--- config.mk ---
export PLATFORM = sky130hd
export DESIGN_NAME = dlr_front
export DESIGN_NICKNAME = d
export VERILOG_FILES = /design/src/hdl/dlr_pkg.sv /design/src/hdl/dlr_front.sv
export SDC_FILE = /design/constraint.sdc
export NUM_CORES = 1
export LEC_CHECK = 0
export ABC_AREA = 0
export BUFFER_PORTS_ARGS = -buffer_cell sky130_fd_sc_hd__buf_2
export CAP_MARGIN = 20
export CORE_MARGIN = 5
export CORE_UTILIZATION = 40
export DETAILED_ROUTE_END_ITERATION = 6
export PLACE_DENSITY_LB_ADDON = 0.3
export SLEW_MARGIN = 15
export SYNTH_ARGS = -nofsm -noshare
export SYNTH_HDL_FRONTEND = slang
export SYNTH_SLANG_ARGS = --single-unit
--- constraint.sdc ---
create_clock -name vclk -period 3.7
set_input_delay 0.37 -clock vclk [all_inputs]
set_output_delay 0.37 -clock vclk [all_outputs]
set_load 0.1 [all_outputs]
--- src/hdl/dlr_pkg.sv ---
// Shared types, constants and the per-axis step function for the DDA line rasteriser.
// No dependencies; used by every module of the block.
package dlr_pkg;

   localparam int COORD_W      = 6;
   localparam int COLOUR_W     = 8;
   localparam int IMG_SIZE_DEF = 64;
   localparam int QUEUE_DEPTH  = 2;

   typedef struct packed {
      logic [COORD_W-1:0]  start_row;
      logic [COORD_W-1:0]  start_col;
      logic [COORD_W-1:0]  abs_drow;
      logic [COORD_W-1:0]  abs_dcol;
      logic                neg_row;
      logic                neg_col;
      logic [COORD_W-1:0]  steps;
      logic [COLOUR_W-1:0] red;
      logic [COLOUR_W-1:0] green;
      logic [COLOUR_W-1:0] blue;
   } line_desc_type;

   typedef struct packed {
      logic [COORD_W-1:0] coord;
      logic [COORD_W-1:0] rem;
   } axis_type;

   // advance one axis by d/steps, keeping the remainder in [0, steps)
   function automatic axis_type step_axis(input logic [COORD_W-1:0] coord,
                                          input logic [COORD_W-1:0] rem,
                                          input logic [COORD_W-1:0] mag,
                                          input logic               neg,
                                          input logic [COORD_W-1:0] steps);
      logic signed [COORD_W+1:0] t;
      logic signed [COORD_W+1:0] s;
      axis_type                  r;
      s = $signed({2'b00, steps});
      if (neg) begin
         t = $signed({2'b00, rem}) - $signed({2'b00, mag});
         if (t < 0) begin
            t       = t + s;
            r.rem   = t[COORD_W-1:0];
            r.coord = coord - 1'b1;
         end else begin
            r.rem   = t[COORD_W-1:0];
            r.coord = coord;
         end
      end else begin
         t = $signed({2'b00, rem}) + $signed({2'b00, mag});
         if (t >= s) begin
            t       = t - s;
            r.rem   = t[COORD_W-1:0];
            r.coord = coord + 1'b1;
         end else begin
            r.rem   = t[COORD_W-1:0];
            r.coord = coord;
         end
      end
      return r;
   endfunction

endpackage

--- src/hdl/dlr_front.sv ---
// Front end: classifies a line request into start point, step magnitudes, directions and
// step count. Depends on dlr_pkg.
module dlr_front
   import dlr_pkg::*;
(
   input  logic [COORD_W-1:0]  start_row,
   input  logic [COORD_W-1:0]  start_col,
   input  logic [COORD_W-1:0]  end_row,
   input  logic [COORD_W-1:0]  end_col,
   input  logic [COLOUR_W-1:0] red,
   input  logic [COLOUR_W-1:0] green,
   input  logic [COLOUR_W-1:0] blue,
   output line_desc_type       desc
);

   logic               neg_row;
   logic               neg_col;
   logic [COORD_W-1:0] abs_drow;
   logic [COORD_W-1:0] abs_dcol;

   always_comb begin
      neg_row  = end_row < start_row;
      neg_col  = end_col < start_col;
      abs_drow = neg_row ? (start_row - end_row) : (end_row - start_row);
      abs_dcol = neg_col ? (start_col - end_col) : (end_col - start_col);

      desc.start_row = start_row;
      desc.start_col = start_col;
      desc.abs_drow  = abs_drow;
      desc.abs_dcol  = abs_dcol;
      desc.neg_row   = neg_row;
      desc.neg_col   = neg_col;
      desc.steps     = (abs_drow > abs_dcol) ? abs_drow : abs_dcol;
      desc.red       = red;
      desc.green     = green;
      desc.blue      = blue;
   end

endmodule

==> impl_metrics.toml <==
[layout]
utilization_pct = 64.7
fin_cells = 326
n_fill_cell = 297
area_growth_pct = 56.3
final_common_cell = "buf_4"
clock_buffers = 0
final_cell_mix = "60 x buf_4, 48 x buf_2, 34 x inv_1"
layout.nets = 360
seq_cells = 0
register_area_um2 = 0
diodes = 0
drive_above_1_share_pct = 55.8

[pwr]
peakVddDrop_mv = 0.524
power_density_mw_per_mm2 = 577
p_leak_nw = 1.32

[route]
wl_per_cell_um = 11.2
vias_per_cell = 4.49
vias = 1464
ant_nets = 0
drc = 0
drt_iter0_drc = 49
firstDrtPassIters = 4
wirelength_um = 3650

[setup_path]
cp.arrival_ps = 3580
endpoint_kind = "primary output"
cp.required_ps = 3330
cp-endpoint = "desc[25]"
setup.worst_path.class = "in -> out"
startpoint_type = "primary input"
crit_fanout = 4
critPathLaunch = "end_col[0]"

[sta]
rsz0062_at_grt = "yes"
setup_viol_count_final = 6
fin_tns_setup_ps = -1320
setup_slack_ps = -245
period_share_pct = 107
hold_violations = 0
slew_headroom_pct = 67.3
slew_viol_final = 0
fmax_ghz = 0.253
layout_min_cycle_time_ps = 3950
worst_pin_slew_ps = 494

[grt]
grt_max_degree = 8
grt_pass1_wl_um = 5960
groute.usage.overall_pct = 13.5
antenna_found_initial = 0
first_global_vias = 1393
grt_overflow = 0

[logic_synthesis]
synthTopCellsByArea = "ha_1 23%, buf_4 19%, inv_1 9.6%"
syn_nets = 279
ys_warn_count = 0
synth_cell_types = 37
syn-cell-area_mm2 = 0.00153
syn_area_per_cell_um2 = 7.68
synth_top_area_cell = "ha_1"
yosysSeqAreaShare_pct = 0
syn_inst = 199
yosys.area.top_type_share_pct = 22.9

[floorplanning]
dieHeight_um = 71.8
core_mm2 = 0.00369
dieWidth_um = 71.8
die_area_mm2 = 0.00516
floorplan.initialDensity_pct = 41.4
io_pins = 104
rows = 22

[status]
status = "finished, violations left"
violations = "negative setup slack"

[place]
globalplace.congestion = 0.796
port_buffers = 56
dp_hpwl_um = 3040
placed_cells = 315
pre_cts_ws_ps = -434

[min_path]
hold_class = "in -> out"

[cts]
cts.hold.buffers_added = 0

[job]
drv_cap = 0
==> cells in the mapped netlist <==
cell type and number:
a211oi_1 1, a211oi_2 1, a21o_1 5, a21oi_1 11, a21oi_4 1, a221oi_1 2, a22oi_1 1, a31oi_1 2
and2_1 1, buf_4 39, buf_6 1, clkbuf_1 1, fa_1 4, ha_1 28, inv_1 39, mux2_1 1
mux2_2 3, mux2i_1 13, nand2_1 7, nand2b_1 2, nand3_1 1, nand3b_1 2, nand4_1 1, nor2_1 6
nor2b_1 3, nor3_1 1, nor3b_1 1, o211a_1 1, o21a_1 1, o21ai_0 8, o21ai_1 1, o21bai_2 1
o221ai_4 1, o31ai_1 1, xnor2_1 5, xnor2_2 1, xor2_1 1
==> routing by layer <==
metal	routed length, um	vias to the layer above	part of all wire [%]	GRT usage, %
met5	0	-	0	0
met4	4	0	0.11	0.209
met3	298	2	8.2	1.96
met2	1680	46	46	23.7
met1	1670	641	46	18.4
li1	-	775	-	-
==> metrics by stage <==
step	power [mW]	hold slack, ps	instance area [um2]
6_report	1.38	740	2390
5_1_grt	1.45	740	2390
4_1_cts	1.30	741	2300
3_5_place_dp	1.19	741	2160
3_3_place_gp	1.19	741	2160
2_1_floorplan	1.02	952	1690
==> power breakdown <==
part / total (mW) / switching (mW) / internal, mW
Combinational: 1.38 / 0.850 / 0.529
Sequential: 0 / 0 / 0
Clock: 0 / 0 / 0
Total: 1.38 / 0.850 / 0.529
==> critical path: stages <==
cell,delay (ps)
buf_8,100
inv_4,50
ha_4,120
inv_2,30
fa_2,340
a211oi_2,220
o21bai_2,120
a21oi_4,210
mux2i_1,240
buf_4,160
xnor2_4,110
inv_2,60
ha_4,260
nand4_1,120
nor2_2,140
nor2_2,70
a21oi_4,220
buf_4,160
mux2_4,310
buf_12,170
==> timing repair <==
action | 4_1_cts | 5_1_grt
pin swaps | 14 | 14
buffers inserted | 6 | 5
setup endpoints to repair | 6 | 6
gates resized for setup | 24 | 12
==> cell families after synthesis <==
family,count (synthesis),synth area share [%]
buffers and inverters,80,29.7
AO/OA/AOI/OAI,38,17.9
adder cells (fa/ha/maj),32,28.2
AND/OR/NAND/NOR,25,8.19
multiplexers,17,11.5
XOR/XNOR,7,4.50
==> worst min path at each step <==
stage / endpoint / from / cells past startpoint
after detailed placement: desc[1] / blue[1] / 0
after global placement: desc[1] / blue[1] / 0
after CTS: desc[1] / blue[1] / 0
final: desc[13] / green[5] / 0
after floorplan: desc[0] / blue[0] / 1
after global routing: desc[11] / green[3] / 0
==> layout make-up <==
type / count / area [um2] / share of cell area (%)
Timing Repair Buffer: 120 / 891 / 37.3
Tap cell: 48 / 60.1 / 2.52
Inverter: 39 / 165 / 6.92
Multi-Input combinational cell: 119 / 1270 / 53.2
(Power assumes the default switching activity.)
