## src/hdl/dlr_pkg.sv

```systemverilog
// Shared types, constants and the per-axis step function for the DDA line rasteriser.
// No dependencies; used by every module of the block.
package dlr_pkg;

   localparam int COORD_W      = 6;
   localparam int COLOUR_W     = 8;
   localparam int IMG_SIZE_DEF = 64;
   localparam int QUEUE_DEPTH  = 2;

   typedef struct packed {
      logic [COORD_W-1:0]  start_row;
      logic [COORD_W-1:0]  start_col;
      logic [COORD_W-1:0]  abs_drow;
      logic [COORD_W-1:0]  abs_dcol;
      logic                neg_row;
      logic                neg_col;
      logic [COORD_W-1:0]  steps;
      logic [COLOUR_W-1:0] red;
      logic [COLOUR_W-1:0] green;
      logic [COLOUR_W-1:0] blue;
   } line_desc_type;

   typedef struct packed {
      logic [COORD_W-1:0] coord;
      logic [COORD_W-1:0] rem;
   } axis_type;

   // advance one axis by d/steps, keeping the remainder in [0, steps)
   function automatic axis_type step_axis(input logic [COORD_W-1:0] coord,
                                          input logic [COORD_W-1:0] rem,
                                          input logic [COORD_W-1:0] mag,
                                          input logic               neg,
                                          input logic [COORD_W-1:0] steps);
      logic signed [COORD_W+1:0] t;
      logic signed [COORD_W+1:0] s;
      axis_type                  r;
      s = $signed({2'b00, steps});
      if (neg) begin
         t = $signed({2'b00, rem}) - $signed({2'b00, mag});
         if (t < 0) begin
            t       = t + s;
            r.rem   = t[COORD_W-1:0];
            r.coord = coord - 1'b1;
         end else begin
            r.rem   = t[COORD_W-1:0];
            r.coord = coord;
         end
      end else begin
         t = $signed({2'b00, rem}) + $signed({2'b00, mag});
         if (t >= s) begin
            t       = t - s;
            r.rem   = t[COORD_W-1:0];
            r.coord = coord + 1'b1;
         end else begin
            r.rem   = t[COORD_W-1:0];
            r.coord = coord;
         end
      end
      return r;
   endfunction

endpackage

```

## src/hdl/dlr_queue.sv

```systemverilog
// Short queue of classified line descriptors between the front and back ends.
// Depends on dlr_pkg.
module dlr_queue
   import dlr_pkg::*;
(
   input  logic          clock,
   input  logic          reset,
   input  logic          push,
   input  line_desc_type push_desc,
   output logic          full,
   input  logic          pop,
   output logic          not_empty,
   output line_desc_type head_desc
);

   localparam int PTR_W = (QUEUE_DEPTH > 1) ? $clog2(QUEUE_DEPTH) : 1;
   localparam int CNT_W = $clog2(QUEUE_DEPTH + 1);

   line_desc_type      slot_ff [QUEUE_DEPTH];
   logic [PTR_W-1:0]   wr_ptr_ff, wr_ptr_in;
   logic [PTR_W-1:0]   rd_ptr_ff, rd_ptr_in;
   logic [CNT_W-1:0]   count_ff, count_in;

   assign full      = count_ff == CNT_W'(QUEUE_DEPTH);
   assign not_empty = count_ff != '0;
   assign head_desc = slot_ff[rd_ptr_ff];

   always_comb begin
      wr_ptr_in = wr_ptr_ff;
      rd_ptr_in = rd_ptr_ff;
      count_in  = count_ff;
      if (push) begin
         wr_ptr_in = (wr_ptr_ff == PTR_W'(QUEUE_DEPTH - 1)) ? '0 : wr_ptr_ff + 1'b1;
      end
      if (pop) begin
         rd_ptr_in = (rd_ptr_ff == PTR_W'(QUEUE_DEPTH - 1)) ? '0 : rd_ptr_ff + 1'b1;
      end
      if (push && !pop) begin
         count_in = count_ff + 1'b1;
      end else if (pop && !push) begin
         count_in = count_ff - 1'b1;
      end
   end

   always_ff @(posedge clock) begin
      if (reset) begin
         wr_ptr_ff <= '0;
         rd_ptr_ff <= '0;
         count_ff  <= '0;
      end else begin
         wr_ptr_ff <= wr_ptr_in;
         rd_ptr_ff <= rd_ptr_in;
         count_ff  <= count_in;
      end
   end

   always_ff @(posedge clock) begin
      if (push) begin
         slot_ff[wr_ptr_ff] <= push_desc;
      end
   end

endmodule

```

## config.mk

```make
export PLATFORM = sky130hd
export DESIGN_NAME = dlr_queue
export DESIGN_NICKNAME = d
export VERILOG_FILES = /design/src/hdl/dlr_pkg.sv /design/src/hdl/dlr_queue.sv
export SDC_FILE = /design/constraint.sdc
export NUM_CORES = 1
export LEC_CHECK = 0
export BUFFER_PORTS_ARGS = -buffer_cell sky130_fd_sc_hd__buf_2
export CAP_MARGIN = 15
export CORE_AREA = 2 2 95 97
export CTS_CLUSTER_DIAMETER = 80
export DETAILED_ROUTE_END_ITERATION = 10
export DIE_AREA = 0 0 97 99
export HOLD_SLACK_MARGIN = 0.12
export PLACE_DENSITY = 0.77
export RECOVER_POWER = 50
export SYNTH_ARGS = -nofsm -noshare
export SYNTH_HDL_FRONTEND = slang
export SYNTH_SLANG_ARGS = --single-unit
```

## constraint.sdc

```tcl
create_clock -name clock -period 4.6 [get_ports clock]
set_clock_uncertainty 0.05 [all_clocks]
set_input_delay 0.92 -clock clock [delete_from_list [all_inputs] [get_ports clock]]
set_output_delay 0.92 -clock clock [all_outputs]
set_load 0.05 [all_outputs]
```

==> results of run 1 <==
state kept, by name (all words and copies together), names as in the netlist, named ones only:
register and cells:
slot_ff 112, count_ff 2, rd_ptr_ff 1, wr_ptr_ff 1
stage by stage:
step | power [mW] | utilization [%]
floorplan | 1.61 | -
global placement | 1.71 | 58.1
detailed placement | 1.72 | 58.1
CTS | 2.98 | 64.8
global route | 3.05 | 64.4
finish | 2.95 | 64.4
routing by layer:
metal  wire length, um  vias up
met5                 0        -
met3               536        7
met4                74        0
met1              3170     1060
met2              3630       83
li1                  -     1044
layout by cell type (no fill, tap or decap), drive strengths merged:
cell type and count:
and2b 1, buf 89, or2 1, clkbuf 50, xor2 2, ha 1, bufinv 3, edfxtp 112
o21ai 1, nor2 4, xnor2 2, nor2b 1, a21oi 1, dfxtp 5, clkinvlp 3, mux2 56
or3 1, and2 1, inv 1, clkinv 8
worst max-delay path, stage by stage (launching register included):
cell	delay, ps
dfxtp_2	760
buf_4	490
mux2_2	400
buf_2	210
cell type report:
| cell class | count | area share (%) |
|---|---|---|
| clock buffers | 18 | 7.59 |
| clock inverters | 14 | 2.93 |
| inverters | 1 | 0.0682 |
| multi-input cells | 72 | 13.5 |
| flip-flops and latches | 117 | 62.9 |
| well taps | 108 | 2.46 |
| repair buffers | 121 | 10.5 |
path summary, 6_finish.rpt:
check                         to  slack [ps]  cells past startpoint
setup / recovery   head_desc[20]        1240                      3
hold / removal       count_ff[1]         470                      2
setup reg to reg  slot_ff[1][35]        2530                      2
hold reg to reg      count_ff[1]         470                      2
Yosys cell counts:
| cell type | instances |
|---|---|
| and2b_2 | 1 |
| ha_1 | 1 |
| nor2b_1 | 1 |
| or2_2 | 1 |
| nor2_1 | 4 |
| or3_1 | 1 |
| inv_1 | 1 |
| buf_4 | 1 |
| o21ai_0 | 1 |
| and2_1 | 1 |
| edfxtp_1 | 112 |
| buf_2 | 1 |
| a21oi_1 | 1 |
| dfxtp_1 | 5 |
| buf_6 | 4 |
| mux2_2 | 56 |
| xor2_1 | 2 |
| xnor2_1 | 2 |
logic make-up (layout without fill, tap and decap cells):
| group | Yosys count | after routing | synth area share [%] |
|---|---|---|---|
| AND/OR/NAND/NOR | 9 | 9 | 1.15 |
| flip-flops | 117 | 117 | 81.3 |
| multiplexers | 56 | 56 | 14.8 |
| buffers and inverters | 7 | 154 | 1.44 |
| XOR/XNOR | 4 | 4 | 0.822 |
| adder cells (fa/ha/maj) | 1 | 1 | 0.294 |
| AO/OA/AOI/OAI | 2 | 2 | 0.235 |
power by group through the flow:
stage | sequential [mW] | combinational [mW] | clock (mW)
2_1_floorplan | 1.28 | 0.332 | 0
3_3_place_gp | 1.29 | 0.421 | 0
3_5_place_dp | 1.29 | 0.425 | 0
4_1_cts | 1.27 | 0.427 | 1.28
5_1_grt | 1.27 | 0.439 | 1.33
6_report | 1.27 | 0.419 | 1.26
==> flow_summary_export.csv, run 1 <==
group,metric,value,unit
global_routing,grt-busiest-layer,"met2",
routing,wl,7.41,mm
sta,setup_ws,1240,ps
worst_setup_path,arrival,2390,ps
final_layout,drive_gt1_share,52.2,%
clock_network,postCtsHoldBufs,0,
routing,vias,2194,
sta,setup_viol,0,
placed_design,placed_cells,419,
placed_design,port_buffers,117,
pwr,power_switching,0.766,mW
sta,slew_headroom,28.0,%
clock_network,cts_root_buffer,"clkbuf_8",
final_layout,fin_area,0.00550,sq mm
global_routing,track_usage,15.6,%
clock_network,cts_buffers,17,
sta,final-hold-violation-count,0,
clock_network,clkSinkCount,117,
global_routing,grt_pass1_vias,2268,
final_layout,fillers,635,
global_routing,use_met3,7.59,%
synth,seq_area_frac_synth,81.3,%
placed_design,place_area,0.00496,sq mm
sta,tns,0,ps
global_routing,grt_max_degree,44,
final_layout,fin_nets,391,
global_routing,antenna_found_initial,0,
sta,fmax,298,MHz
pwr,cell_internal_pwr,2.18,mW
synth,ys_types,18,
pwr,leakagePower,2.03,nW
synth,yosys_warnings,0,
routing,drc,0,
synth,synth_area_leaders,"edfxtp_1 79%, mux2_2 15%, dfxtp_1 2.3%",
floorplan,die_height,99,um
outcome,run_status,"finished clean",
synth,syn_nets,257,
final_layout,diodes,0,
routing,drt_iter0_markers,74,
clock_network,clockBufferDepth,2,
clock_network,postCtsSetupBuffers,0,
routing,wl_per_cell,16.4,um
min_path,worstHoldStart,"count_ff[1]",
worst_setup_path,timing.rr.start,"wr_ptr_ff",
min_path,worstHoldPathType,"flop to flop",
clock_network,path_clk_slew,60,ps
floorplan,dieArea,0.00960,sq mm
sta,rsz0062_at_grt,"no",
global_routing,grtUsageMet2,24.5,%
synth,synth_top_area_share,78.9,%
pwr,power_frac_seq,43.1,%
global_routing,grt_pass1_wl,11.0,mm
placed_design,gp_congestion,0.699,
clock_network,cts_htree_levels,4,
floorplan,num_rows,34,
floorplan,ios,118,
final_layout,final_cells,451,
final_layout,syn_to_final_growth,29.2,%
sta,finalCritPeriodShare,73.0,%
global_routing,overflow,0,
synth,syn_inst,196,
worst_setup_path,critical_path.startpoint_type,"flop",
routing,dr.pass1.iters,6,
synth,avgSynthCellArea,21.7,sq um
final_layout,multiInputGateArea,746,sq um
synth,synth_area_leader_cell,"edfxtp_1",
worst_setup_path,crit_required,3630,ps
floorplan,start_util,49.8,%
sta,period_needed,3360,ps
pwr,p_comb_share,14.2,%
sta,holdWs,474,ps
worst_setup_path,crit_type,"flop to output port",
floorplan,die_w,97,um
clock_network,clk_latency,500,ps
global_routing,grtUsageMet1,18.3,%
clock_network,cts_tree,"yes",
final_layout,regArea,0.00346,sq mm
worst_setup_path,cp_max_fo,30,
placed_design,hpwl,4.69,mm
routing,drtAntennaViolNets,0,
floorplan,coreArea,0.00855,sq mm
flow_run,cap_violations,0,
clock_network,post_cts_resized,0,
pwr,power_frac_clock,42.7,%
synth,ys_ff_latch,117,
worst_setup_path,endpoint_kind,"output port",
pwr,switching_share,26.0,%
synth,synth_area,0.00426,sq mm
placed_design,pre_cts_slack,1750,ps
pwr,irDropWorstVdd,0.323,mV
sta,worstMarginPinSlew,1080,ps
routing,avgViaCountPerCell,4.86,
pwr,p_per_area,535,mW/mm^2
sta,drv_slew,0,
No activity file was read; power rests on OpenSTA's default activity.
==> inputs of run 2 (changes only) <==
Settings changed: ABC_AREA set to 1, CORE_AREA 2 2 95 97 to 2 2 96 98, DIE_AREA 0 0 97 99 to 0 0 98 100.
Clock period 4.6 ns to 3.1 ns, I/O delays scaled along.
==> flow_summary_export.csv, run 2 <==
group,metric,value,unit
outcome,run_status,"complete, but fails checks",
outcome,violations,"max-capacitance violations, max-slew violations",
synth,synth_top_area_share,75.9,%
floorplan,start_util,49.9,%
floorplan,die_height,100,um
clock_network,path_clk_slew,50,ps
sta,period_needed,2700,ps
worst_setup_path,critical_path.startpoint_type,"flop",
placed_design,pre_cts_slack,893,ps
pwr,irDropWorstVdd,0.415,mV
sta,setup_viol,0,
routing,dr.pass1.iters,4,
worst_setup_path,reg2reg_slack,1090,ps
synth,synth_edf_count,112,
floorplan,dieArea,0.00980,sq mm
clock_network,post_cts_resized,0,
sta,drv_slew,27,
synth,synth_area,0.00443,sq mm
final_layout,layout_commonest_cell,"edfxtp_1",
clock_network,cts_htree_levels,4,
clock_network,clockBufferDepth,2,
sta,rsz0062_at_grt,"no",
final_layout,syn_to_final_growth,28.2,%
clock_network,clkSinkCount,117,
synth,avgSynthCellArea,21.4,sq um
synth,synth.most_common_cell,"edfxtp_1",
routing,drt_iter0_markers,69,
worst_setup_path,crit_path_end,"head_desc[36]",
final_layout,drive_gt1_share,50.1,%
final_layout,largest_reg_flops,112,
clock_network,postCtsSetupBuffers,0,
global_routing,track_usage,15.2,%
routing,vias,2289,
worst_setup_path,crit_required,2430,ps
floorplan,coreArea,0.00889,sq mm
clock_network,cts_buffers,17,
global_routing,grt_pass1_vias,2381,
flow_run,cap_violations,1,
sta,slew_headroom,-0.205,%
worst_setup_path,arrival,2030,ps
synth,synth_area_leader_cell,"edfxtp_1",
clock_network,cts_tree,"yes",
routing,drc,0,
routing,wl,7.18,mm
placed_design,gp_congestion,0.678,
final_layout,fin_nets,404,
final_layout,reg.largest.list,"slot_ff (112), count_ff (2)",
placed_design,place_area,0.00516,sq mm
synth,ys_async_sr_fraction,0,%
synth,seq_area_frac_synth,78.1,%
final_layout,layout_common_cells,"112 x edfxtp_1, 88 x buf_2, 40 x mux2_4",
placed_design,port_buffers,117,
sta,setup_ws,402,ps
routing,wl_per_cell,15.4,um
clock_network,cts_root_buffer,"clkbuf_8",
final_layout,fillers,661,
synth,syn_inst,207,
global_routing,overflow,0,
floorplan,die_w,98,um
synth,yosys_warnings,0,
global_routing,antenna_found_initial,0,
sta,final-hold-violation-count,0,
clock_network,postCtsHoldBufs,0,
pwr,leakagePower,2.23,nW
worst_setup_path,reg2reg_depth,2,
clock_network,clk_latency,490,ps
sta,worstMarginPinSlew,1500,ps
min_path,worstHoldPathType,"primary input to flop",
floorplan,ios,118,
sta,tns,0,ps
worst_setup_path,endpoint_kind,"output port",
synth,ys_types,16,
routing,drtAntennaViolNets,0,
synth,synthTopCellsByCount,"112 x edfxtp_1, 40 x mux2_4, 16 x mux2_2",
global_routing,grt_pass1_wl,11.1,mm
synth,ys_ff_latch,117,
sta,finalCritPeriodShare,87.0,%
synth,ys.flop_type,"edfxtp_1",
worst_setup_path,r2r-end,"slot_ff[0][43]",
placed_design,hpwl,4.89,mm
worst_setup_path,cp_max_fo,24,
synth,synth_area_leaders,"edfxtp_1 76%, mux2_4 14%, mux2_2 4.1%",
worst_setup_path,timing.rr.start,"wr_ptr_ff",
final_layout,diodes,0,
sta,fmax,371,MHz
final_layout,top_register,"slot_ff",
floorplan,num_rows,35,
worst_setup_path,crit_type,"flop to output port",
pwr,p_per_area,757,mW/mm^2
synth,syn_nets,268,
routing,avgViaCountPerCell,4.91,
final_layout,fin_area,0.00568,sq mm
global_routing,grt_max_degree,30,
-- run 2: cell types whose count changed after synthesis, moves of 2 or more --
| cell | before | now |
|---|---|---|
| inv_1 | 1 | 9 |
| nand2_1 | 0 | 6 |
| mux2_4 | 0 | 40 |
| nor2_1 | 4 | 6 |
| mux2_2 | 56 | 16 |
| xor2_1 | 2 | 0 |
-- run 2: per-layer routing --
layer / vias to the layer above / routed length [um] / part of all wire, % / global-route usage (%)
li1: 1071 / - / - / -
met1: 1126 / 2750 / 38 / 16.0
met2: 77 / 3890 / 54 / 26.9
met3: 15 / 396 / 5.5 / 5.99
met4: 0 / 149 / 2.1 / 6.73
met5: - / 0 / 0 / 0
-- run 2: through the flow --
stage	hold slack (ps)	util (%)	instances	total power, mW
2_1_floorplan	430	-	207	2.39
3_3_place_gp	445	58.1	435	2.52
3_5_place_dp	454	58.1	435	2.53
4_1_cts	238	64.4	466	4.35
5_1_grt	231	63.9	466	4.45
6_report	262	63.9	466	4.30
-- run 2: kinds of logic after synthesis --
logic type,Yosys count,synth area share [%]
xor+xnor,1,0.198
buf+inv,15,2.15
flops,117,78.1
compound gates,2,0.226
mux,56,17.6
fa+ha+maj,1,0.282
simple gates,15,1.38
-- run 2: cell type report --
class	instances	area (sq um)	share of cell area (%)
Clock buffer	19	422	7.42
Clock inverter	12	138	2.42
Inverter	9	33.8	0.594
Multi-Input combinational cell	75	881	15.5
Sequential cell	117	3470	61.0
Tap cell	111	139	2.44
Timing Repair Buffer	123	603	10.6
-- run 2: power by group --
part	switching [mW]	internal, mW	total, mW
Combinational	0.419	0.199	0.618
Sequential	0.0373	1.83	1.87
Clock	0.612	1.20	1.81
-- run 2: worst max-delay path, cell delays in order (launching register included) --
cell     delay, ps
dfxtp_4        610
buf_4          350
mux2_2         360
buf_2          210
-- run 2: worst min path at each step --
stage                        from        endpoint  slack (ps)  cells after the start
detailed placement      rd_ptr_ff            flop         450                      2
floorplan               rd_ptr_ff            flop         430                      2
global route        push_desc[16]  slot_ff[1][16]         230                      1
global placement        rd_ptr_ff       rd_ptr_ff         450                      2
CTS                 push_desc[46]  slot_ff[0][46]         240                      1
finish              push_desc[15]  slot_ff[0][15]         260                      1
==> inputs of run 3 (changes only) <==
Settings changed: CORE_AREA 2 2 96 98 to 5 5 99 101, DIE_AREA 0 0 98 100 to 0 0 104 106, PLACE_DENSITY 0.77 to 0.83.
==> flow_summary_export.csv, run 3 (synthesized netlist as in run 2, its figures left out) <==
group,metric,value,unit
global_routing,grt_pass1_vias,2549,
clock_network,cts_htree_levels,4,
floorplan,die_w,104,um
clock_network,postCtsHoldBufs,0,
pwr,p_comb_share,14.0,%
final_layout,top_register,"slot_ff",
worst_setup_path,critical_path.startpoint_type,"flop",
placed_design,port_buffers,117,
clock_network,clockBufferDepth,2,
sta,drv_slew,58,
final_layout,layout_commonest_cell,"edfxtp_1",
worst_setup_path,crit_required,2430,ps
clock_network,cts_tree,"yes",
worst_setup_path,endpoint_kind,"output port",
clock_network,postCtsSetupBuffers,0,
floorplan,start_util,49.6,%
floorplan,dieArea,0.0110,sq mm
outcome,violations,"max-capacitance violations, max-slew violations",
worst_setup_path,arrival,2030,ps
clock_network,clkSinkCount,117,
sta,setup_viol,0,
clock_network,cts_buffers,17,
min_path,worstHoldStart,"push_desc[32]",
clock_network,cts_root_buffer,"clkbuf_8",
final_layout,drive_gt1_share,51.1,%
pwr,cell_internal_pwr,3.33,mW
worst_setup_path,cp_max_fo,31,
global_routing,antenna_found_initial,0,
worst_setup_path,slowest_stage,"dfxtp_4",
placed_design,place_area,0.00516,sq mm
clock_network,post_cts_resized,0,
placed_design,hpwl,5.29,mm
floorplan,num_rows,35,
pwr,finalPower,4.44,mW
floorplan,die_height,106,um
sta,tns,0,ps
worst_setup_path,worst-path-buf-inv,2,
final_layout,reg.largest.list,"slot_ff (112), count_ff (2)",
floorplan,coreArea,0.00893,sq mm
routing,wl_per_cell,16.9,um
routing,drtAntennaViolNets,0,
worst_setup_path,timing.rr.start,"wr_ptr_ff",
worst_setup_path,crit_type,"flop to output port",
sta,worstMarginPinSlew,1700,ps
sta,setup_ws,405,ps
outcome,run_status,"complete, but fails checks",
routing,drt_iter0_markers,96,
floorplan,ios,118,
placed_design,pre_cts_slack,904,ps
routing,wl,7.85,mm
min_path,worstHoldPathType,"primary input to flop",
worst_setup_path,reg2reg_slack,900,ps
final_layout,syn_to_final_growth,29.1,%
routing,drc,0,
placed_design,gp_congestion,0.706,
global_routing,grt_max_degree,32,
final_layout,diodes,0,
clock_network,path_clk_slew,60,ps
flow_run,cap_violations,2,
pwr,leakagePower,2.24,nW
global_routing,track_usage,14.7,%
sta,final-hold-violation-count,0,
pwr,p_per_area,777,mW/mm^2
worst_setup_path,crit_chain,"buf_12 -> mux2_2 -> buf_2",
sta,finalCritPeriodShare,86.9,%
pwr,power_frac_clock,43.9,%
worst_setup_path,max_stage_delay,640,ps
final_layout,largest_reg_flops,112,
global_routing,grt_pass1_wl,12.4,mm
worst_setup_path,crit_family,"flip-flops",
pwr,switching_share,25.0,%
sta,fmax,371,MHz
final_layout,fin_nets,402,
sta,slew_headroom,-13.4,%
global_routing,overflow,0,
clock_network,clk_latency,490,ps
sta,rsz0062_at_grt,"no",
routing,avgViaCountPerCell,4.94,
routing,dr.pass1.iters,4,
sta,period_needed,2700,ps
final_layout,layout_common_cells,"112 x edfxtp_1, 92 x buf_2, 40 x mux2_4",
pwr,power_frac_seq,42.1,%
final_layout,fin_area,0.00572,sq mm
pwr,irDropWorstVdd,0.483,mV
pwr,power_switching,1.11,mW
routing,vias,2299,
run 3: changes by cell type in the layout (fill, tap and decap cells not counted), sizes merged:
cell	delta
bufinv	+1
buf	-1
clkbuf	-1
clkinvlp	+2
clkinv	-2
run 3: path summary, 6_finish.rpt:
kind                          to  depth (start not counted)
setup / recovery   head_desc[36]                          3
hold / removal    slot_ff[1][32]                          1
hold reg to reg        rd_ptr_ff                          2
setup reg to reg  slot_ff[0][29]                          2
run 3: cell type report:
type	count	area, sq um
clock buffers	19	422
multi-input cells	75	873
inverters	9	33.8
fillers	656	3210
clock inverters	13	183
well taps	111	139
flip-flops and latches	117	3470
repair buffers	121	602
run 3: layer usage:
layer / GRT usage (%) / vias up / part of all wire [%]
li1: - / 1069 / -
met1: 16.1 / 1135 / 39
met2: 25.0 / 89 / 53
met3: 6.98 / 6 / 7.2
met4: 5.18 / 0 / 0.73
met5: 0 / - / 0
run 3: power groups by stage:
stage	logic (mW)	registers [mW]	clock network (mW)
2_1_floorplan	0.507	1.88	0
6_report	0.621	1.87	1.95
3_5_place_dp	0.633	1.90	0
5_1_grt	0.653	1.88	2.07
4_1_cts	0.635	1.87	1.99
3_3_place_gp	0.624	1.90	0
run 3: metrics by stage:
step	utilization, %	instances	hold slack, ps
6_report	64.0	465	259
3_3_place_gp	57.8	433	444
5_1_grt	64.0	465	220
4_1_cts	64.5	465	234
3_5_place_dp	57.8	433	448
2_1_floorplan	-	207	430
